<file path="src/rtl/core/radial_brightening_pixel_top_defines.svh">
// ----------------------------------------------------------------------------
// Radial brightening assertion macros
// Shared property wrappers; compiled out when NO_ASSERTIONS is set.
// ----------------------------------------------------------------------------
`ifndef RADIAL_BRIGHTENING_PIXEL_TOP_DEFINES_SVH
`define RADIAL_BRIGHTENING_PIXEL_TOP_DEFINES_SVH

`ifndef NO_ASSERTIONS
`define RBP_ASSERT_IMPLY(label, clk, rst_n, ante, cons, msg) \
    label: assert property (@(posedge clk) disable iff (!rst_n) (ante) |-> (cons)) \
        else $error(msg);
`define RBP_ASSERT_NEXT(label, clk, rst_n, ante, cons, msg) \
    label: assert property (@(posedge clk) disable iff (!rst_n) (ante) |=> (cons)) \
        else $error(msg);
`else
`define RBP_ASSERT_IMPLY(label, clk, rst_n, ante, cons, msg)
`define RBP_ASSERT_NEXT(label, clk, rst_n, ante, cons, msg)
`endif

`endif

</file>
<file path="src/rtl/core/rbp_pkg.sv">
// ----------------------------------------------------------------------------
// rbp_pkg
// Types, widths and constants shared by the radial brightening block.
// ----------------------------------------------------------------------------
package rbp_pkg;

    localparam int MAX_DIMENSION = 4096;
    localparam int FRAME_W       = 13;
    localparam int COORD_W       = 12;
    localparam int RATIO_W       = 17;
    localparam int GAIN_W        = 32;
    localparam int CFG_DATA_W    = 32;
    localparam int CFG_INDEX_W   = 2;
    localparam int CHAN_W        = 8;

    localparam int DIM_LIMIT_I = (MAX_DIMENSION > 8191) ? 8191 : MAX_DIMENSION;
    localparam logic [FRAME_W-1:0] DIM_LIMIT = FRAME_W'(DIM_LIMIT_I);

    localparam int QUEUE_DEPTH = 4;
    localparam int QPTR_W      = $clog2(QUEUE_DEPTH);
    localparam int QCNT_W      = $clog2(QUEUE_DEPTH + 1);

    localparam int BACK_STAGES = 6;

    typedef enum logic [CFG_INDEX_W-1:0] {
        CFG_FRAME_WIDTH  = 2'd0,
        CFG_FRAME_HEIGHT = 2'd1,
        CFG_ASPECT_RATIO = 2'd2,
        CFG_LIFT_GAIN    = 2'd3
    } cfg_index_t;

    typedef struct packed {
        logic [COORD_W-1:0] pixel_col;
        logic [COORD_W-1:0] pixel_row;
        logic [CHAN_W-1:0]  blue_in;
        logic [CHAN_W-1:0]  green_in;
        logic [CHAN_W-1:0]  red_in;
    } pixel_t;

    typedef struct packed {
        logic [CHAN_W-1:0] blue_out;
        logic [CHAN_W-1:0] green_out;
        logic [CHAN_W-1:0] red_out;
    } result_t;

    typedef struct packed {
        logic [CHAN_W-1:0] blue;
        logic [CHAN_W-1:0] green;
        logic [CHAN_W-1:0] red;
    } colour_t;

    typedef struct packed {
        logic [FRAME_W-1:0] frame_width;
        logic [FRAME_W-1:0] frame_height;
        logic [RATIO_W-1:0] aspect_ratio_q16;
        logic [GAIN_W-1:0]  lift_gain_q32;
    } cfg_t;

    typedef struct packed {
        logic [COORD_W-1:0] dx;
        logic [COORD_W-1:0] dy;
        logic               scale_x;
        colour_t            colour;
    } fe_item_t;

    typedef struct packed {
        logic              full;
        logic              empty;
        logic [QCNT_W-1:0] count;
    } q_status_t;

endpackage

</file>
<file path="src/rtl/core/rbp_queue.sv">
// ----------------------------------------------------------------------------
// rbp_queue
// Short FIFO between the classifying front and the arithmetic back.
// ----------------------------------------------------------------------------
module rbp_queue
(
    input  logic               clk,
    input  logic               rst_n,
    input  logic               push_valid,
    input  rbp_pkg::fe_item_t  push_item,
    input  logic               pop,
    output rbp_pkg::fe_item_t  pop_item,
    output rbp_pkg::q_status_t status
);
    import rbp_pkg::*;

    fe_item_t          mem [QUEUE_DEPTH];
    logic [QPTR_W-1:0] wr_ptr_reg;
    logic [QPTR_W-1:0] wr_ptr_next;
    logic [QPTR_W-1:0] rd_ptr_reg;
    logic [QPTR_W-1:0] rd_ptr_next;
    logic [QCNT_W-1:0] count_reg;
    logic [QCNT_W-1:0] count_next;
    logic              push;
    logic              do_pop;

    assign status.full  = count_reg == QCNT_W'(QUEUE_DEPTH);
    assign status.empty = count_reg == '0;
    assign status.count = count_reg;

    assign push   = push_valid && !status.full;
    assign do_pop = pop && !status.empty;

    always_comb
    begin
        wr_ptr_next = wr_ptr_reg;
        rd_ptr_next = rd_ptr_reg;
        count_next  = count_reg;
        if (push)
        begin
            wr_ptr_next = (wr_ptr_reg == QPTR_W'(QUEUE_DEPTH - 1)) ? '0 : wr_ptr_reg + 1'b1;
        end
        if (do_pop)
        begin
            rd_ptr_next = (rd_ptr_reg == QPTR_W'(QUEUE_DEPTH - 1)) ? '0 : rd_ptr_reg + 1'b1;
        end
        if (push && !do_pop)
        begin
            count_next = count_reg + 1'b1;
        end
        else if (do_pop && !push)
        begin
            count_next = count_reg - 1'b1;
        end
    end

    always_ff @(posedge clk or negedge rst_n)
    begin
        if (!rst_n)
        begin
            wr_ptr_reg <= '0;
            rd_ptr_reg <= '0;
            count_reg  <= '0;
        end
        else
        begin
            wr_ptr_reg <= wr_ptr_next;
            rd_ptr_reg <= rd_ptr_next;
            count_reg  <= count_next;
        end
    end

    always_ff @(posedge clk)
    begin
        if (push)
        begin
            mem[wr_ptr_reg] <= push_item;
        end
    end

    assign pop_item = mem[rd_ptr_reg];

endmodule

</file>
<file path="config.mk">
export PLATFORM = sky130hd
export DESIGN_NAME = rbp_queue
export DESIGN_NICKNAME = d
export VERILOG_FILES = /design/src/rtl/core/radial_brightening_pixel_top_defines.svh /design/src/rtl/core/rbp_pkg.sv /design/src/rtl/core/rbp_queue.sv
export SDC_FILE = /design/constraint.sdc
export NUM_CORES = 1
export LEC_CHECK = 0
export ABC_AREA = 1
export BUFFER_PORTS_ARGS = -buffer_cell sky130_fd_sc_hd__buf_2
export CAP_MARGIN = 10
export CORE_MARGIN = 2
export CORE_UTILIZATION = 30
export CTS_BUF_LIST = sky130_fd_sc_hd__clkbuf_16
export DETAILED_ROUTE_END_ITERATION = 6
export PLACE_DENSITY = 0.58
export SYNTH_ARGS = -nofsm -noshare
export SYNTH_HDL_FRONTEND = slang
export SYNTH_SLANG_ARGS = --single-unit
</file>
<file path="constraint.sdc">
create_clock -name clk -period 8.16 [get_ports clk]
set_clock_uncertainty 0.2 [all_clocks]
set_input_delay 0.408 -clock clk [delete_from_list [all_inputs] [get_ports clk]]
set_output_delay 0.408 -clock clk [all_outputs]
set_load 0.1 [all_outputs]
</file>
## Word-level counts from Yosys, hierarchy flattened

Memory sizes are Yosys's and may differ from the RTL's.
Index checks and enable logic that the tools add are counted.

- Add/subtract/negate cells: 4
- Equal/unequal tests: 3
- Multiplexer cells: 6
- Reduce and logical (&&, ||, !) cells: 10

Operators by type and width:

| kind | number |
|---|---|
| two-way mux 3 bit | 2 |
| adder 2 x 1 -> 2 bit, second input constant | 2 |
| == test 2 bit, second input constant | 2 |
| logical AND 1 bit | 4 |
| logical NOT 1 bit | 4 |
| two-way mux 2 bit | 2 |
| adder 3 x 1 -> 3 bit, second input constant | 1 |
| == test 3 bit, second input constant | 1 |
| logical NOT 3 bit | 1 |
| subtractor 3 x 1 -> 3 bit, second input constant | 1 |
| two-way mux 1 bit | 2 |
| nonzero test 2 bit | 1 |

- Register bits: 7
- Memory bits (writable): 196
- Memories kept: 1

Memories:

| memory | depth | bits a word | read ports | clocked after Yosys merged registers in | wr ports | line | RTL |
|---|---|---|---|---|---|---|---|
| mem | 4 | 49 | 1 | 0 | 1 | rbp_queue.sv:17 | `fe_item_t mem [QUEUE_DEPTH];` |

## Depth between registers and ports, before layout

Gate-level depths: netlist (run 1).

- Depth after elaboration: 7
- Mapped depth: 12
- Mapped depth without buffers: 12

## Least setup slack after synthesis (run 1)

Ideal clock, no wire load.

- Path kind: register -> register
- Start: reg count_reg[1]
- End: mem mem[0][0] (netlist name) (enable)
- Library setup time: 0.456 ns
- Arrival: 3.444 ns
- Required time: 7.504 ns
- Path slack: 4.060 ns
- Stages on the path, launching flop included: 5
- Buffers on the path: 0
- Period minus slack after synthesis: 4.100 ns
- Cell sequence: dfrtp_1 > inv_2 > nand3_1 > nand2_1 > nor2_1

- Longest elaborated chain between the ends: 5

RTL lines:

| what | line | RTL |
|---|---|---|
| start, declared | rbp_queue.sv:22 | `logic [QCNT_W-1:0] count_reg;` |
| start signal, assigned | rbp_queue.sv:69 | `count_reg <= count_next;` |
| == test 3 bit | rbp_queue.sv:27 | `assign status.full = count_reg == QCNT_W'(QUEUE_DEPTH);` |
| logical NOT 1 bit | rbp_queue.sv:31 | `assign push = push_valid && !status.full;` |
| logical AND 1 bit | rbp_queue.sv:31 |  |
| two-way mux 1 bit | rbp_queue.sv:75 | `if (push)` |
| two-way mux 1 bit (implied by the code) | rbp_queue.sv:77 | `mem[wr_ptr_reg] <= push_item;` |
| end, declared | rbp_queue.sv:17 |  |

Every way passes these cells.

==> results of run 1 <==
==> Yosys cell counts <==
master / n / area, um^2
edfxtp_1: 196 / 5890
nand2_1: 162 / 608
inv_2: 2 / 7.51
nand4_1: 1 / 6.26
inv_1: 111 / 417
o21ai_0: 1 / 5.00
buf_12: 1 / 20.0
buf_2: 15 / 75.1
o211ai_2: 50 / 626
nand3_1: 7 / 35.0
o211ai_1: 48 / 360
xnor2_1: 1 / 8.76
dfrtp_1: 7 / 175
ha_1: 6 / 75.1
buf_4: 2 / 15.0
inv_4: 1 / 6.26
fa_1: 1 / 20.0
nor2_1: 6 / 22.5
buf_6: 15 / 169
==> per-layer routing <==
layer | track usage (%) | wire length (um)
met1 | 14.6 | 8010
met5 | 0 | 0
met2 | 19.3 | 7960
met4 | 2.82 | 303
met3 | 2.51 | 877
==> area by class of cell <==
type	instances	area share [%]
clock inverters	17	1.88
repair buffers	165	10.4
multi-input cells	283	16.9
well taps	378	4.44
inverters	114	4.04
clock buffers	23	5.41
flip-flops and latches	203	57.0
==> critical path, cell delays in order (launching register included) <==
cell      delay, ps
dfrtp_4         490
buf_4           810
o211ai_1        210
nand2_1         140
buf_2           430
==> through the flow <==
| step | area [um^2] | util (%) | worst slack (ps) | std cells | hold slack, ps |
|---|---|---|---|---|---|
| floorplan | 8540 | - | 4060 | 633 | -87.6 |
| global placement | 9350 | 33.5 | 5340 | 1091 | 55.9 |
| detailed placement | 9350 | 33.5 | 5320 | 1091 | 56.6 |
| CTS | 10600 | 38.1 | 4800 | 1183 | 40.2 |
| global route | 10600 | 38.1 | 4620 | 1183 | 76.4 |
| finish | 10600 | 38.1 | 4830 | 1183 | 55.8 |
==> worst max path at each step <==
| stage | end | slack (ps) | cells after the start |
|---|---|---|---|
| detailed placement | mem[0][29] | 5320 | 5 |
| CTS | pop_item[3] | 4800 | 4 |
| global route | pop_item[31] | 4620 | 4 |
| floorplan | mem[0][0] | 4060 | 4 |
| global placement | mem[1][17] | 5340 | 5 |
| finish | pop_item[3] | 4830 | 4 |
==> cells by family (layout without fill, tap and decap cells) <==
| family | Yosys count | in the layout |
|---|---|---|
| buffers and inverters | 147 | 319 |
| DFF | 203 | 203 |
| xor gates and xnor gates | 1 | 1 |
| and+or+nand+nor | 176 | 176 |
| AOI/OAI and AO/OA | 99 | 99 |
| adders and majority gates | 7 | 7 |
==> timing repair <==
item / CTS / global route
hold endpoints to repair: 207 / 0
setup endpoints to repair: 0 / 0
hold buffers: 52 / 0
==> impl_results.md, run 1 <==
* Status: finished, final reports clean
* Setup violators final at 0
* Most common cell after layout, fill and taps aside: edfxtp_1
* CP required at 7550 ps
* Routability Congestion at 0.706
* # rows at 61
* DRC at 0
* Root buffer cell: clkbuf_16
* Most frequent cells in the layout: edfxtp_1, nand2_1, inv_1, buf_2, dlygate4sd3_1
* Flip-flop and latch count after synthesis at 203
* Ant diodes at 0
* Post-layout minimum cycle time at 3330 ps
* CTS tree: yes
* CTS sink cnt at 203
* Layout cells sized above 1 at 25.1%
* Clock slew at reported path FFs at 60 ps
* Hold Crit Class: primary input to async pin
* Post-Synth Simple-Gate Area at 7.87%
* Sequential share of the synthesized area at 71.0%
* Crit. Startpoint: rd_ptr_reg[0]
* Max Clock Freq at 300 MHz
* Adder-cell area share of the yosys netlist at 1.11%
* Largest family of logic cells by synthesized area: compound AO/OA/AOI/OAI gates
* Max FFs per register at 196
* Die span in y at 173 um
* DRT Wirelength at 17100 um
* Worst setup EP type: output port
* Netlist cell types at 19
* Worst skew pair latency at 510 ps
* DRT iter0 DRCs at 275
* Mapped Nets at 693
* Area Overhead vs Synth at 24.7%
* H-Tree Depth at 1
* Cell area after synthesis at 8540 um^2
* Reg2Reg Capture Point: mem[0][38]
* Nets at 849
* Die width at 173 um
* Num ports at 107
* RSZ-0062 raised after global routing: false
* Via count at 4952
* Post-synthesis area per instance at 13.5 um^2
* Die area at 29800 um^2
* TritonCTS Buffers at 22
* Pre-antenna DRT Iters at 4
* Dpl hpwl at 9350 um
* Sequential Area at 6070 um^2
* Max FO, Critical Path at 98
* Total global routing overflow at 0
* Core Area at 27900 um^2
* Synthesized instance count at 633
* FF-to-FF Start: count_reg[0]
* Multiplexer share of the synthesized area at 0%
* Slew HR at 24.8%
* Slew Viols, Final at 0
* Vias in the first global route at 5014
* Clk buf depth at 3
* Gr usage total at 11.3%
* Fin. Hold Viols at 0
* Final Cycle Share at 40.8%
* Worst R2R Path Depth at 5
* Max Cap Violations at 0
* WP data arrival at 2720 ps
* Xor/xnor share of the synthesized area at 0.103%
* R2r setup slk at 5380 ps
* Routed Antenna Nets at 0
* WL/cell at 14.5 um
* Largest net degree at the start of global routing at 99
* Postcts setup bufs at 0
* Final setup TNS at 0 ps
* Initial antenna violation count at 0
* Crit Path Class: flop to output port
* Multi-input gate area in the final layout at 1800 um^2
* Starting density of the core at 30.6%
* First-pass GRT wire length at 26800 um
* Worst slew pin tran at 1130 ps
* Cts repair resizes at 0
* Worst setup SP type: flop
* Fill cell count at 2680
* Avg Vias per Cell at 4.19
* Compound-Gate Fraction of Synth Area at 11.6%
* Ys Warns at 0
* I/O Buffers at 106
Power of run 1 is left out: the tool's default activity adds up to more than one toggle a clock period on the data nets, which glitch-free logic cannot reach.
==> run 2: changes to the inputs <==
--- a/config.mk
+++ b/config.mk
@@ -12,7 +12,7 @@
 export CORE_UTILIZATION = 30
 export CTS_BUF_LIST = sky130_fd_sc_hd__clkbuf_16
 export DETAILED_ROUTE_END_ITERATION = 6
-export PLACE_DENSITY = 0.58
+export PLACE_DENSITY = 0.59
 export SYNTH_ARGS = -nofsm -noshare
 export SYNTH_HDL_FRONTEND = slang
 export SYNTH_SLANG_ARGS = --single-unit
==> constraint.sdc (replaced) <==
create_clock -name clk -period 2.8 [get_ports clk]
set_clock_uncertainty 0.2 [all_clocks]
set_input_delay 0.14 -clock clk [delete_from_list [all_inputs] [get_ports clk]]
set_output_delay 0.14 -clock clk [all_outputs]
set_load 0.1 [all_outputs]
==> run 2 against run 1 <==
Net effect:
- core utilization rose by 3.1 points
- worst hold slack better by 130 ps
- via count grew 3.0%
- global-route usage up 0.084 points
- register-to-register slack worse by 4600 ps
- non-clock buffer count grew 8
- critical path type unchanged
- largest cell class unchanged
- critical path depth increased by 1
- first-iteration DRC count up 4.4%
- routed wire length down 0.62%
==> impl_results.md, run 2 (same netlist as run 1, synthesis figures left out) <==
* Fin. Hold Viols at 0 (unchanged)
* DRC at 0 (unchanged)
* Final Hold Slack at 184 ps (was 55.8 ps)
* Vias in the first global route at 5216 (was 5014)
* Hold path cells at 2
* Die area at 29800 um^2 (unchanged)
* Slew HR at 62.0% (was 24.8%)
* Worst setup SP type: flop (unchanged)
* Root buffer cell: clkbuf_16 (unchanged)
* Setup violators final at 0 (unchanged)
* Core Area at 27900 um^2 (unchanged)
* Via count at 5100 (was 4952)
* Final worst setup slack at 250 ps (was 4830 ps)
* Pre-antenna DRT Iters at 4 (unchanged)
* CP required at 2460 ps (was 7550 ps)
* DRT Wirelength at 17000 um (was 17100 um)
* WP data arrival at 2210 ps (was 2720 ps)
* Die span in y at 173 um (unchanged)
* Final Cycle Share at 91.1%
* Fill cell count at 2639 (was 2680)
* Met2 Use GR at 20.0% (was 19.3%)
* GR Util met3 at 2.26% (was 2.51%)
* Die width at 173 um (unchanged)
* Dpl hpwl at 10100 um (was 9350 um)
* Most frequent cells in the layout: edfxtp_1, nand2_1, inv_1, buf_2, buf_12 (was edfxtp_1, nand2_1, inv_1, buf_2, dlygate4sd3_1)
* Max FO, Critical Path at 60 (was 98)
* Cts repair resizes at 0 (unchanged)
* Status: finished, final reports clean (unchanged)
* Met1 Use GR at 14.4% (was 14.6%)
* Initial antenna violation count at 1 (was 0)
* CTS sink cnt at 203 (unchanged)
* Largest net degree at the start of global routing at 61 (was 99)
* Avg Vias per Cell at 4.27 (was 4.19)
* Worst setup EP type: output port (unchanged)
* Layout cells sized above 1 at 25.9% (was 25.1%)
* Starting density of the core at 30.6% (unchanged)
* Total global routing overflow at 0 (unchanged)
* Final setup TNS at 0 ps (unchanged)
* Clock slew at reported path FFs at 60 ps (about the same)
* WL/cell at 14.3 um (was 14.5 um)
* DRT iter0 DRCs at 287 (was 275)
* RSZ-0062 raised after global routing: false (unchanged)
* CTS tree: yes (unchanged)
* Slew Viols, Final at 0 (unchanged)
* Clk buf depth at 3 (unchanged)
* Nets at 859 (was 849)
* Sequential Area at 6070 um^2 (about the same)
* Worst skew pair latency at 500 ps (was 510 ps)
* I/O Buffers at 106 (unchanged)
* Num ports at 107 (unchanged)
* Dpl cell area at 10200 um^2 (was 9350 um^2)
* Max Clock Freq at 392 MHz
* Most common cell after layout, fill and taps aside: edfxtp_1 (unchanged)
* Worst slew pin tran at 569 ps (was 1130 ps)
* Post-layout minimum cycle time at 2550 ps
* Multi-input gate area in the final layout at 1800 um^2 (unchanged)
* Routability Congestion at 0.697 (was 0.706)
* H-Tree Depth at 1 (unchanged)
* TritonCTS Buffers at 24 (was 22)
* # rows at 61 (unchanged)
* Pre-CTS WS at 762 ps (was 5320 ps)
* Design Area, Final at 11500 um^2 (was 10600 um^2)
* Max Cap Violations at 0 (unchanged)
* Gr usage total at 11.4% (was 11.3%)
* Area Overhead vs Synth at 34.7% (was 24.7%)
* Crit Path Class: flop to output port (unchanged)
* Max FFs per register at 196 (unchanged)
* Hold Crit Class: primary input to flop (was primary input to async pin)
* Grt peak-use layer: met2 (unchanged)
* Routed Antenna Nets at 0 (unchanged)
* Worst R2R Path Depth at 9 (was 5)
* First-pass GRT wire length at 27300 um (was 26800 um)
run 2: area by class of cell:
type | instances | share of cell area (%)
clock buffer | 25 | 5.44
antenna | 1 | 0.0218
tap | 378 | 4.11
timing repair buffer | 173 | 17.2
sequential | 203 | 52.8
multi-input combinational | 283 | 15.6
clock inverter | 18 | 1.10
inverter | 114 | 3.74
run 2: critical path: stages, from the launching register on:
cell      delay, ps
dfrtp_4         800
buf_12          340
nand2_1         120
o211ai_2         70
nand2_1         150
buf_12          200
run 2: path summary, 6_finish.rpt:
path,endpoint,slack (ps),start
worst max-delay path,pop_item[8],250,rd_ptr_reg[0]
worst min-delay path,mem[1][27],180,push_item[27]
worst max register to register,count_reg[1],780,count_reg[0]
worst min register to register,count_reg[2],330,count_reg[2]
max in group asynchronous,rd_ptr_reg[0],1670,rst_n
min in group asynchronous,count_reg[2],430,rst_n
run 2: metal layers:
layer	vias to the layer above	part of all wire, %	routed length, um
met4	0	2.0	349
met3	29	4.5	774
met1	2449	44	7580
met2	103	49	8330
li1	2519	-	-
met5	-	0	0
run 2: what timing repair did:
| item | CTS | global route |
|---|---|---|
| endpoints found under the hold margin | 208 | 0 |
| setup buffers | 0 | 0 |
| hold buffers | 53 | 0 |
run 2: per-stage QoR:
| stage | util [%] | cells |
|---|---|---|
| final | 41.2 | 1195 |
| after global routing | 41.2 | 1195 |
| after CTS | 41.2 | 1194 |
| after detailed placement | 36.6 | 1098 |
| after global placement | 36.6 | 1098 |
| after floorplan | - | 633 |
Power of run 2 is left out for the same reason.
