`src/rtl/core/radial_brightening_pixel_top_defines.svh`:
```
// ----------------------------------------------------------------------------
// Radial brightening assertion macros
// Shared property wrappers; compiled out when NO_ASSERTIONS is set.
// ----------------------------------------------------------------------------
`ifndef RADIAL_BRIGHTENING_PIXEL_TOP_DEFINES_SVH
`define RADIAL_BRIGHTENING_PIXEL_TOP_DEFINES_SVH

`ifndef NO_ASSERTIONS
`define RBP_ASSERT_IMPLY(label, clk, rst_n, ante, cons, msg) \
    label: assert property (@(posedge clk) disable iff (!rst_n) (ante) |-> (cons)) \
        else $error(msg);
`define RBP_ASSERT_NEXT(label, clk, rst_n, ante, cons, msg) \
    label: assert property (@(posedge clk) disable iff (!rst_n) (ante) |=> (cons)) \
        else $error(msg);
`else
`define RBP_ASSERT_IMPLY(label, clk, rst_n, ante, cons, msg)
`define RBP_ASSERT_NEXT(label, clk, rst_n, ante, cons, msg)
`endif

`endif

```
`src/rtl/core/rbp_pkg.sv`:
```
// ----------------------------------------------------------------------------
// rbp_pkg
// Types, widths and constants shared by the radial brightening block.
// ----------------------------------------------------------------------------
package rbp_pkg;

    localparam int MAX_DIMENSION = 4096;
    localparam int FRAME_W       = 13;
    localparam int COORD_W       = 12;
    localparam int RATIO_W       = 17;
    localparam int GAIN_W        = 32;
    localparam int CFG_DATA_W    = 32;
    localparam int CFG_INDEX_W   = 2;
    localparam int CHAN_W        = 8;

    localparam int DIM_LIMIT_I = (MAX_DIMENSION > 8191) ? 8191 : MAX_DIMENSION;
    localparam logic [FRAME_W-1:0] DIM_LIMIT = FRAME_W'(DIM_LIMIT_I);

    localparam int QUEUE_DEPTH = 4;
    localparam int QPTR_W      = $clog2(QUEUE_DEPTH);
    localparam int QCNT_W      = $clog2(QUEUE_DEPTH + 1);

    localparam int BACK_STAGES = 6;

    typedef enum logic [CFG_INDEX_W-1:0] {
        CFG_FRAME_WIDTH  = 2'd0,
        CFG_FRAME_HEIGHT = 2'd1,
        CFG_ASPECT_RATIO = 2'd2,
        CFG_LIFT_GAIN    = 2'd3
    } cfg_index_t;

    typedef struct packed {
        logic [COORD_W-1:0] pixel_col;
        logic [COORD_W-1:0] pixel_row;
        logic [CHAN_W-1:0]  blue_in;
        logic [CHAN_W-1:0]  green_in;
        logic [CHAN_W-1:0]  red_in;
    } pixel_t;

    typedef struct packed {
        logic [CHAN_W-1:0] blue_out;
        logic [CHAN_W-1:0] green_out;
        logic [CHAN_W-1:0] red_out;
    } result_t;

    typedef struct packed {
        logic [CHAN_W-1:0] blue;
        logic [CHAN_W-1:0] green;
        logic [CHAN_W-1:0] red;
    } colour_t;

    typedef struct packed {
        logic [FRAME_W-1:0] frame_width;
        logic [FRAME_W-1:0] frame_height;
        logic [RATIO_W-1:0] aspect_ratio_q16;
        logic [GAIN_W-1:0]  lift_gain_q32;
    } cfg_t;

    typedef struct packed {
        logic [COORD_W-1:0] dx;
        logic [COORD_W-1:0] dy;
        logic               scale_x;
        colour_t            colour;
    } fe_item_t;

    typedef struct packed {
        logic              full;
        logic              empty;
        logic [QCNT_W-1:0] count;
    } q_status_t;

endpackage

```
`src/rtl/core/rbp_front.sv`:
```
// ----------------------------------------------------------------------------
// rbp_front
// Accepts pixels, forms centre distances and picks the axis to scale.
// ----------------------------------------------------------------------------
module rbp_front
(
    input  logic              clk,
    input  logic              rst_n,
    input  rbp_pkg::cfg_t     cfg,
    input  logic              pixel_valid,
    output logic              pixel_stall,
    input  rbp_pkg::pixel_t   pixel,
    input  logic              q_full,
    output logic              fe_valid,
    output rbp_pkg::fe_item_t fe_item
);
    import rbp_pkg::*;

    logic [FRAME_W-1:0] width_clamped;
    logic [FRAME_W-1:0] height_clamped;
    logic [COORD_W-1:0] cx;
    logic [COORD_W-1:0] cy;
    logic               take;
    logic               fe_valid_reg;
    logic               fe_valid_next;
    fe_item_t           fe_item_reg;
    fe_item_t           fe_item_next;

    assign width_clamped  = (cfg.frame_width  > DIM_LIMIT) ? DIM_LIMIT : cfg.frame_width;
    assign height_clamped = (cfg.frame_height > DIM_LIMIT) ? DIM_LIMIT : cfg.frame_height;
    assign cx = width_clamped[FRAME_W-1:1];
    assign cy = height_clamped[FRAME_W-1:1];

    assign pixel_stall = fe_valid_reg && q_full;
    assign take        = pixel_valid && !pixel_stall;

    always_comb
    begin
        fe_item_next.dx = (cx >= pixel.pixel_col) ? cx - pixel.pixel_col
                                                  : pixel.pixel_col - cx;
        fe_item_next.dy = (cy >= pixel.pixel_row) ? cy - pixel.pixel_row
                                                  : pixel.pixel_row - cy;
        fe_item_next.scale_x      = cx > cy;
        fe_item_next.colour.blue  = pixel.blue_in;
        fe_item_next.colour.green = pixel.green_in;
        fe_item_next.colour.red   = pixel.red_in;
    end

    assign fe_valid_next = take || (fe_valid_reg && q_full);

    always_ff @(posedge clk or negedge rst_n)
    begin
        if (!rst_n)
        begin
            fe_valid_reg <= 1'b0;
        end
        else
        begin
            fe_valid_reg <= fe_valid_next;
        end
    end

    always_ff @(posedge clk)
    begin
        if (take)
        begin
            fe_item_reg <= fe_item_next;
        end
    end

    assign fe_valid = fe_valid_reg;
    assign fe_item  = fe_item_reg;

endmodule

```
`config.mk`:
```
export PLATFORM = sky130hd
export DESIGN_NAME = rbp_front
export DESIGN_NICKNAME = d
export VERILOG_FILES = /design/src/rtl/core/radial_brightening_pixel_top_defines.svh /design/src/rtl/core/rbp_pkg.sv /design/src/rtl/core/rbp_front.sv
export SDC_FILE = /design/constraint.sdc
export NUM_CORES = 1
export LEC_CHECK = 0
export BUFFER_PORTS_ARGS = -buffer_cell sky130_fd_sc_hd__buf_2
export CORE_ASPECT_RATIO = 0.6
export CORE_MARGIN = 8
export CORE_UTILIZATION = 40
export DETAILED_ROUTE_END_ITERATION = 8
export PLACE_DENSITY = 0.79
export SETUP_SLACK_MARGIN = 0.02
export SYNTH_ARGS = -nofsm -noshare
export SYNTH_HDL_FRONTEND = slang
export SYNTH_SLANG_ARGS = --single-unit
```
`constraint.sdc`:
```
create_clock -name clk -period 9.5 [get_ports clk]
set_input_delay 1.425 -clock clk [delete_from_list [all_inputs] [get_ports clk]]
set_output_delay 1.425 -clock clk [all_outputs]
set_load 0.005 [all_outputs]
```
## Word level (Yosys, flattened, before mapping)

Index checks and enable logic that the tools add are counted.

| operators by class | value |
|---|---|
| add/subtract/negate cells | 4 |
| multipliers | 0 |
| divide/modulo/power cells | 0 |
| $lt $le $gt $ge | 5 |
| equality and inequality tests | 0 |
| shift operators | 0 |
| muxes and demuxes | 4 |
| bitwise operators | 0 |
| reductions and logical operators | 4 |

Operator list:

| operator | count |
|---|---|
| subtractor 12 bit | 4 |
| > comparator 13 bit, second input constant | 2 |
| two-way mux 13 bit | 2 |
| >= comparator 12 bit | 2 |
| two-way mux 12 bit | 2 |
| > comparator 12 bit | 1 |
| logical AND 1 bit | 2 |
| logical NOT 1 bit | 1 |
| logical OR 1 bit | 1 |

| word-level totals | value |
|---|---|
| flip-flop bits (word level) | 50 |
| latch bits | 0 |
| RAM bits | 0 |
| ROM bits | 0 |
| input bits | 127 |
| output and inout port bits | 51 |
| word-level logic and storage cells | 24 |
| memories | 0 |

## Depth between registers and ports, before layout

Gate-level depths: netlist of run 1.

| depth | value |
|---|---|
| word-level depth | 4 |
| gate-level depth with buffers | 14 |
| gate-level depth less buffers | 12 |

## Least setup slack after synthesis of run 1

Ideal clock, no wire load.

| timing | value |
|---|---|
| path kind | input -> register |
| from | input q_full |
| to | register fe_item_reg (netlist bit fe_item[0]), enable pin |
| library setup time | 0.462 ns |
| arrival time | 3.789 ns |
| data required time | 9.038 ns |
| path slack | 5.250 ns |
| stages on the path | 2 |
| cells stage by stage | and2_1 > nor2b_1 |

| between the ends | value |
|---|---|
| cells in the longest elaborated chain, start to end | 3 |

RTL lines:

| item | RTL line | RTL |
|---|---|---|
| start: declaration | rbp_front.sv:13 | `input logic q_full,` |
| logical AND 1 bit | rbp_front.sv:34 | `assign pixel_stall = fe_valid_reg && q_full;` |
| logical NOT 1 bit | rbp_front.sv:35 | `assign take = pixel_valid && !pixel_stall;` |
| logical AND 1 bit | rbp_front.sv:35 |  |
| via take | rbp_front.sv:23 | `logic take;` |
| end signal: assignment | rbp_front.sv:67 | `fe_item_reg <= fe_item_next;` |
| end: declaration | rbp_front.sv:26 | `fe_item_t fe_item_reg;` |

The timed path passes the listed nets, and every way through them passes these cells.
A chain may end at the register's enable or synchronous reset.

==> results.sh, run 1 <==
export IMPL_crit_type="in -> reg"
export IMPL_coreArea_sq_mm=0.00988
export IMPL_track_usage_pct=15.6
export IMPL_syn_inst=413
export IMPL_ys_async_sr_fraction_pct=2.00
export IMPL_root_buffer="clkbuf_16"
export IMPL_viasPerCell=5.03
export IMPL_clock_sinks=50
export IMPL_place_area_sq_mm=0.00483
export IMPL_synth_cell_types=47
export IMPL_synth_ff_type="edfxtp_1"
export IMPL_cts_buffers=5
export IMPL_dr_pass1_iters=4
export IMPL_end_kind="flip-flop"
export IMPL_min_delay_start="fe_valid$_DFF_PN0_"
export IMPL_hold_viol_final=0
export IMPL_cp_required_ps=9540
export IMPL_fin_nets=730
export IMPL_die_y_um=94.1
export IMPL_grt_pass1_wl_um=17400
export IMPL_grt_max_degree=50
export IMPL_largest_register_ffs=49
export IMPL_ys_ff_latch=50
export IMPL_syn_area_sq_mm=0.00407
export IMPL_die_area_sq_mm=0.0138
export IMPL_overflow=0
export IMPL_synth_fp_nets=604
export IMPL_area_growth_pct=22.2
export IMPL_hold_buffers=0
export IMPL_period_needed_ps=4160
export IMPL_slew_headroom_pct=36.4
export IMPL_antenna_cells=0
export IMPL_syn_avg_cell_area_sq_um=9.85
export IMPL_arrival_ps=4200
export IMPL_status="finished clean"
export IMPL_fin_area_sq_mm=0.00497
export IMPL_crit_start="cfg[74]"
export IMPL_reg2reg_from="fe_valid$_DFF_PN0_"
export IMPL_rsz0062_at_grt="no"
export IMPL_yosys_warnings=0
export IMPL_gp_congestion=0.905
export IMPL_fin_cells=675
export IMPL_clk_pin_slew_ps=70
export IMPL_power_density_mw_per_mm2=132
export IMPL_final_setup_viol_count=0
export IMPL_cts_tree="built"
export IMPL_antenna_found_initial=1
export IMPL_cp_start_kind="input port"
export IMPL_die_w_um=146
export IMPL_clkLatencyLatePin_ps=290
export IMPL_drc=0
export IMPL_cp_max_fo=13
export IMPL_cts_setup_buffers=0
export IMPL_wl_um=10800
export IMPL_whs_ps=725
export IMPL_setup_tns_ps=0
export IMPL_vias=3397
export IMPL_synth_edf_count=49
export IMPL_hpwl_um=8890
export IMPL_ys_seq_area_share_pct=36.8
export IMPL_drv_slew=0
export IMPL_final_cell_mix="buf_2, ha_1, inv_1, edfxtp_1, a21oi_1"
export IMPL_cap_violations=0
export IMPL_final_layout_size_suffix_gt1_share_pct=27.6
export IMPL_grt_pass1_vias=3433
export IMPL_clk_path_buf_depth=2
export IMPL_num_rows=28
export IMPL_port_buffers=126
export IMPL_fmax_ghz=0.240
export IMPL_ant_nets=0
export IMPL_max_vdd_ir_drop_uv=56.4
export IMPL_layout_commonest_cell="buf_2"
export IMPL_ctsResizeCount=0
export IMPL_finalPower_uw=658
export IMPL_initial_core_util_pct=41.2
export IMPL_period_share_pct=43.8
export IMPL_placedCellCount=667
export IMPL_cts_max_level=2
export IMPL_drt_iter0_drc=190
export IMPL_io_pins=178
export IMPL_skew_ps=9.27
export IMPL_worstHoldPathType="reg -> reg"
export IMPL_routedWlPerCell_um=16.0
export IMPL_worstMarginPinSlew_ps=951
export IMPL_p_leak_uw=0.00246
## where the power goes
| group | internal, uW | total (uW) | switching, uW |
|---|---|---|---|
| clock | 97.9 | 179 | 81.5 |
| combinational | 89.5 | 203 | 113 |
| sequential | 272 | 276 | 4.34 |
## cells by family (layout without fill, tap and decap cells)
group,count (synthesis),in the layout,synth area share (%)
flip-flops,50,50,36.8
AND/OR/NAND/NOR,99,99,12.1
adder cells (fa/ha/maj),64,64,20.4
AO/OA/AOI/OAI,100,100,16.1
buffers and inverters,65,192,6.64
XOR/XNOR,20,20,4.31
multiplexers,15,15,3.69
## metal layers
metal | track usage [%] | part of all wire (%) | up-vias
li1 | - | - | 1689
met4 | 3.07 | 0.63 | 2
met3 | 5.34 | 8.8 | 8
met5 | 0 | 0.11 | -
met1 | 21.3 | 50 | 1563
met2 | 23.7 | 40 | 135
## Yosys cell counts (4+ instances only)
master / n / area (sq um)
ha_1: 60 / 751
inv_1: 57 / 214
edfxtp_1: 49 / 1470
a21oi_1: 35 / 175
nand2_1: 32 / 120
o21ai_0: 21 / 105
nor2_1: 20 / 75.1
mux2i_1: 15 / 150
nand2b_1: 14 / 87.6
xor2_1: 11 / 96.3
a21o_1: 10 / 75.1
xnor2_1: 9 / 78.8
nor2b_1: 8 / 50.1
o21bai_1: 7 / 52.6
nand4_1: 5 / 31.3
fa_1: 4 / 80.1
nand3_1: 4 / 20.0
## path summary, 6_finish.rpt
path                                         endpoint  slack [ps]  depth (start not counted)
worst min register to register     fe_valid$_DFF_PN0_         730                          2
min in group asynchronous          fe_valid$_DFF_PN0_         900                          1
max in group asynchronous          fe_valid$_DFF_PN0_        8520                          1
worst min-delay path               fe_valid$_DFF_PN0_         730                          2
worst max-delay path            fe_item[43]$_DFFE_PP_        5340                          9
worst max register to register  fe_item[36]$_DFFE_PP_        7890                          3
## per-stage QoR
stage / utilization [%] / worst slack [ps]
floorplan: - / 5250
global placement: 48.9 / 5140
detailed placement: 48.9 / 5090
CTS: 50.3 / 5400
global route: 50.3 / 5120
finish: 50.3 / 5340
## cell type report
cell class | instances | area (sq um)
clock inverter | 2 | 15.0
fill | 950 | 4910
sequential | 50 | 1500
timing repair buffer | 127 | 638
clock buffer | 6 | 129
inverter | 57 | 214
multi-input combinational | 298 | 2310
tap | 135 | 169
## critical path, stage by stage
cell and delay (ps):
buf_2 180, nand2b_1 220, ha_1 230, fa_1 410, o21ai_1 340, o21ai_0 230, a31oi_2 730, mux2i_1 310
xor2_1 110
Note: power is estimated with default switching activity, not from simulation.
==> inputs of run 2 (changes only) <==
==> constraint.sdc (replaced) <==
create_clock -name clk -period 4.2 [get_ports clk]
set_input_delay 0.63 -clock clk [delete_from_list [all_inputs] [get_ports clk]]
set_output_delay 0.63 -clock clk [all_outputs]
set_load 0.005 [all_outputs]
==> run 2 against run 1 <==
Effect of this change: total power increased by 130%; sequential cell count unchanged; register-to-register slack got worse by 5700 ps; cell area increased by 0.18%; critical path type unchanged; highest routed layer is now met4.
==> results.sh, run 2 (same netlist as run 1, synthesis figures left out) <==
export IMPL_worstHoldPathType="in -> async"
export IMPL_area_growth_pct=22.4
export IMPL_drv_slew=0
export IMPL_root_buffer="clkbuf_16"
export IMPL_place_ws_ps=560
export IMPL_clk_pin_slew_ps=80
export IMPL_power_density_mw_per_mm2=300
export IMPL_grt_pass1_vias=3382
export IMPL_end_kind="flip-flop"
export IMPL_num_rows=28
export IMPL_max_vdd_ir_drop_uv=142
export IMPL_die_w_um=146
export IMPL_hold_viol_final=0
export IMPL_gp_congestion=0.912
export IMPL_clk_path_buf_depth=2
export IMPL_slowest_stage="a31oi_4"
export IMPL_period_share_pct=79.7
export IMPL_fin_nets=731
export IMPL_p_leak_uw=0.00247
export IMPL_setup_tns_ps=0
export IMPL_vias=3359
export IMPL_clock_sinks=50
export IMPL_skew_ps=7.83
export IMPL_overflow=0
export IMPL_wl_um=10800
export IMPL_crit_buf_inv=2
export IMPL_dr_pass1_iters=5
export IMPL_track_usage_pct=15.3
export IMPL_drc=0
export IMPL_fmax_ghz=0.299
export IMPL_coreArea_sq_mm=0.00988
export IMPL_die_area_sq_mm=0.0138
export IMPL_viasPerCell=4.97
export IMPL_cp_max_fo=18
export IMPL_worstMarginPinSlew_ps=787
export IMPL_antenna_found_initial=0
export IMPL_ff_latch_area_sq_mm=0.00150
export IMPL_cp_required_ps=4240
export IMPL_port_buffers=126
export IMPL_ant_nets=0
export IMPL_setup_slack_ps=853
export IMPL_crit_path_cell_trace="buf_2 -> inv_1 -> nand2_1 -> ha_1 -> fa_1 -> o21ai_2 -> o211ai_2 -> a31oi_4 -> a211oi_1 -> a32oi_2 -> xor2_1"
export IMPL_initial_core_util_pct=41.2
export IMPL_slew_headroom_pct=47.5
export IMPL_cap_violations=0
export IMPL_cts_tree="built"
export IMPL_die_y_um=94.1
export IMPL_hold_buffers=0
export IMPL_routedWlPerCell_um=15.9
export IMPL_multi_input_area_sq_mm=0.00231
export IMPL_max_stage_delay_ps=540
export IMPL_clkLatencyLatePin_ps=290
export IMPL_grt_max_degree=27
export IMPL_rsz0062_at_grt="no"
export IMPL_fillers=932
export IMPL_cts_setup_buffers=0
export IMPL_final_setup_viol_count=0
export IMPL_cp_start_kind="input port"
export IMPL_cts_buffers=5
export IMPL_final_layout_size_suffix_gt1_share_pct=27.7
export IMPL_layout_commonest_cell="buf_2"
export IMPL_grt_pass1_wl_um=17200
export IMPL_arrival_ps=3390
export IMPL_drt_iter0_drc=168
export IMPL_antenna_cells=0
export IMPL_largest_register_ffs=49
export IMPL_status="finished clean"
export IMPL_period_needed_ps=3350
export IMPL_io_pins=178
export IMPL_cts_max_level=2
export IMPL_ctsResizeCount=0
export IMPL_final_cell_mix="buf_2, ha_1, inv_1, edfxtp_1, a21oi_1"
export IMPL_hpwl_um=8970
export IMPL_crit_type="in -> reg"
export IMPL_critPathTopFamily="compound AO/OA/AOI/OAI gates"
[run 2: cell count changes in the layout (fill, tap and decap cells not counted)]
cell / before / now
buf_4: 1 / 2
clkbuf_1: 1 / 0
inv_6: 0 / 1
clkinvlp_4: 2 / 1
clkinv_1: 0 / 1
[run 2: metal layers]
metal | vias to the layer above | GRT usage (%) | wire [um]
li1 | 1693 | - | -
met1 | 1520 | 20.9 | 5360
met2 | 138 | 22.9 | 4330
met3 | 8 | 5.44 | 974
met4 | 0 | 2.98 | 100
met5 | - | 0 | 0
[run 2: worst register-to-register path, stage by stage (launching register included)]
cell	delay, ps
dfrtp_1	380
and2_1	200
nor2b_4	640
buf_4	440
[run 2: where the power goes]
part / switching (uW) / internal, uW
Sequential: 9.76 / 614
Combinational: 259 / 204
Clock: 188 / 221
Total: 457 / 1040
[run 2: path summary, 6_finish.rpt]
check                                        start               endpoint  slack [ps]  cells after the start
min in group clk                          pixel[0]   fe_item[0]$_DFFE_PP_         510                      1
worst max register to register  fe_valid$_DFF_PN0_  fe_item[40]$_DFFE_PP_        2220                      3
worst min-delay path                         rst_n     fe_valid$_DFF_PN0_         110                      1
worst min register to register  fe_valid$_DFF_PN0_     fe_valid$_DFF_PN0_         700                      2
max in group asynchronous                    rst_n     fe_valid$_DFF_PN0_        4010                      1
worst max-delay path                       cfg[61]  fe_item[36]$_DFFE_PP_         850                     11
[run 2: area by class of cell]
class | instances | share of cell area (%)
Clock buffer | 5 | 2.51
Tap cell | 135 | 3.39
Clock inverter | 3 | 0.402
Multi-Input combinational cell | 298 | 46.4
Inverter | 57 | 4.30
Sequential cell | 50 | 30.1
Timing Repair Buffer | 128 | 13.0
[run 2: per-stage QoR]
stage               power (uW)  std cells  instance area (sq um)  util [%]  hold WS [ps]
floorplan                  941        413                   4070         -           334
global placement          1080        668                   4830      48.9           405
detailed placement        1090        668                   4830      48.9           406
CTS                       1510        676                   4980      50.4          94.8
global route              1590        676                   4980      50.4          89.9
finish                    1500        676                   4980      50.4           106
==> inputs of run 3 (changes only) <==
==> constraint.sdc (replaced) <==
create_clock -name clk -period 3.4 [get_ports clk]
set_input_delay 0.51 -clock clk [delete_from_list [all_inputs] [get_ports clk]]
set_output_delay 0.51 -clock clk [all_outputs]
set_load 0.005 [all_outputs]
==> run 3 against run 2 <==
Effect of this change: setup slack worse by 240 ps; clock power is 41% higher; largest cell class unchanged; first-iteration DRC count is 1.2% lower; worst hold slack better by 280 ps; sequential share of layout area is 0.62 points lower; die area stayed put; cell count is 1.3% higher; count of clock-buffer cells in the layout is 1 higher; total power is 29% higher; routed wire length is 2.5% higher; combinational power is 27% higher; sequential cell count stayed put.
==> results.sh, run 3 (same netlist as run 1, synthesis figures left out) <==
export IMPL_cts_max_level=2
export IMPL_initial_core_util_pct=41.2
export IMPL_drv_slew=0
export IMPL_die_w_um=146
export IMPL_slew_headroom_pct=56.8
export IMPL_status="finished clean"
export IMPL_arrival_ps=2830
export IMPL_min_to="fe_item[13]$_DFFE_PP_"
export IMPL_final_cell_mix="buf_2, ha_1, inv_1, edfxtp_1, a21oi_1"
export IMPL_clkLatencyLatePin_ps=290
export IMPL_r2r_end="fe_item[10]$_DFFE_PP_"
export IMPL_grt_pass1_vias=3520
export IMPL_overflow=0
export IMPL_cap_violations=0
export IMPL_cp_max_fo=13
export IMPL_num_rows=28
export IMPL_antenna_found_initial=1
export IMPL_rsz0062_at_grt="no"
export IMPL_fmax_ghz=0.359
export IMPL_drt_iter0_drc=166
export IMPL_hold_buffers=1
export IMPL_root_buffer="clkbuf_16"
export IMPL_fin_nets=740
export IMPL_clock_sinks=50
export IMPL_grt_max_degree=50
export IMPL_max_vdd_ir_drop_uv=179
export IMPL_ff2ff_path_depth=3
export IMPL_fin_area_sq_mm=0.00508
export IMPL_track_usage_pct=16.2
export IMPL_die_area_sq_mm=0.0138
export IMPL_final_setup_viol_count=0
export IMPL_die_y_um=94.1
export IMPL_cts_tree="built"
export IMPL_ctsResizeCount=0
export IMPL_crit_type="in -> reg"
export IMPL_worstHoldPathCells=1
export IMPL_grt_pass1_wl_um=18000
export IMPL_cp_required_ps=3440
export IMPL_reg2reg_slack_ps=1810
export IMPL_worstHoldPathType="in -> reg"
export IMPL_drc=0
export IMPL_period_needed_ps=2790
export IMPL_ant_nets=0
export IMPL_p_leak_uw=0.00253
export IMPL_cp_start_kind="input port"
export IMPL_gp_congestion=0.919
export IMPL_cts_setup_buffers=0
export IMPL_viasPerCell=4.97
export IMPL_end_kind="flip-flop"
export IMPL_routedWlPerCell_um=16.1
export IMPL_place_area_sq_mm=0.00491
export IMPL_hold_viol_final=0
export IMPL_hpwl_um=9070
export IMPL_reg2reg_from="fe_valid$_DFF_PN0_"
export IMPL_fillers=947
export IMPL_period_share_pct=82.0
export IMPL_coreArea_sq_mm=0.00988
export IMPL_worstMarginPinSlew_ps=649
export IMPL_wl_um=11000
export IMPL_io_pins=178
export IMPL_clk_path_buf_depth=2
export IMPL_area_growth_pct=25.0
export IMPL_skew_ps=10.3
export IMPL_power_density_mw_per_mm2=381
export IMPL_cts_buffers=5
export IMPL_antenna_cells=0
export IMPL_final_layout_size_suffix_gt1_share_pct=28.7
export IMPL_min_delay_start="pixel[13]"
export IMPL_largest_register_ffs=49
export IMPL_port_buffers=126
export IMPL_clk_pin_slew_ps=70
export IMPL_vias=3402
export IMPL_dr_pass1_iters=6
export IMPL_layout_commonest_cell="buf_2"
export IMPL_setup_tns_ps=0
## run 3: cell count changes in the layout (fill, tap and decap cells not counted), sizes merged
cell,delta
buf,+8
bufinv,+1
clkbuf,+1
clkinvlp,-1
dlygate4sd3,+1
inv,-1
## run 3: cell type report
type                            count  area, sq um  share of cell area [%]
Clock inverter                      2         38.8                   0.763
Tap cell                          135          169                    3.32
Timing Repair Buffer              137          728                    14.3
Clock buffer                        6          129                    2.53
Inverter                           57          214                    4.21
Sequential cell                    50         1500                    29.4
Multi-Input combinational cell    298         2310                    45.4
## run 3: how the worst max path moves through the flow
stage	endpoint	cells past startpoint	slack (ps)	from
after floorplan	fe_item[0]$_DFFE_PP_	2	60	q_full
after global placement	fe_item[42]$_DFFE_PP_	10	440	cfg[74]
after detailed placement	fe_item[46]$_DFFE_PP_	10	360	cfg[74]
after CTS	fe_item[46]$_DFFE_PP_	10	660	cfg[74]
after global routing	fe_item[46]$_DFFE_PP_	10	440	cfg[74]
final	fe_item[46]$_DFFE_PP_	10	610	cfg[74]
## run 3: power breakdown
part | switching [uW] | internal, uW
clock | 227 | 349
sequential | 12.3 | 759
combinational | 323 | 266
total | 563 | 1370
## run 3: through the flow
stage	setup slack [ps]	utilization [%]	power [uW]	hold slack (ps)	cells
after global routing	445	51.5	2060	380	685
after CTS	659	51.5	1960	378	685
after global placement	440	49.7	1350	285	676
after detailed placement	360	49.7	1370	286	676
final	613	51.5	1940	387	685
after floorplan	64.6	-	1160	214	413
## run 3: metal layers
| metal | vias to the layer above | global-route usage, % | wire [um] |
|---|---|---|---|
| li1 | 1709 | - | - |
| met1 | 1542 | 22.2 | 5500 |
| met2 | 141 | 24.2 | 4450 |
| met3 | 8 | 5.48 | 990 |
| met4 | 2 | 3.58 | 82 |
| met5 | - | 0 | 8 |
## run 3: worst max-delay path, cell delays in order
cell	delay (ps)
buf_2	180
nand2b_1	210
ha_1	230
fa_1	410
o21ai_1	240
o21ai_0	230
a31oi_2	180
buf_4	260
mux2i_1	270
xnor2_1	100
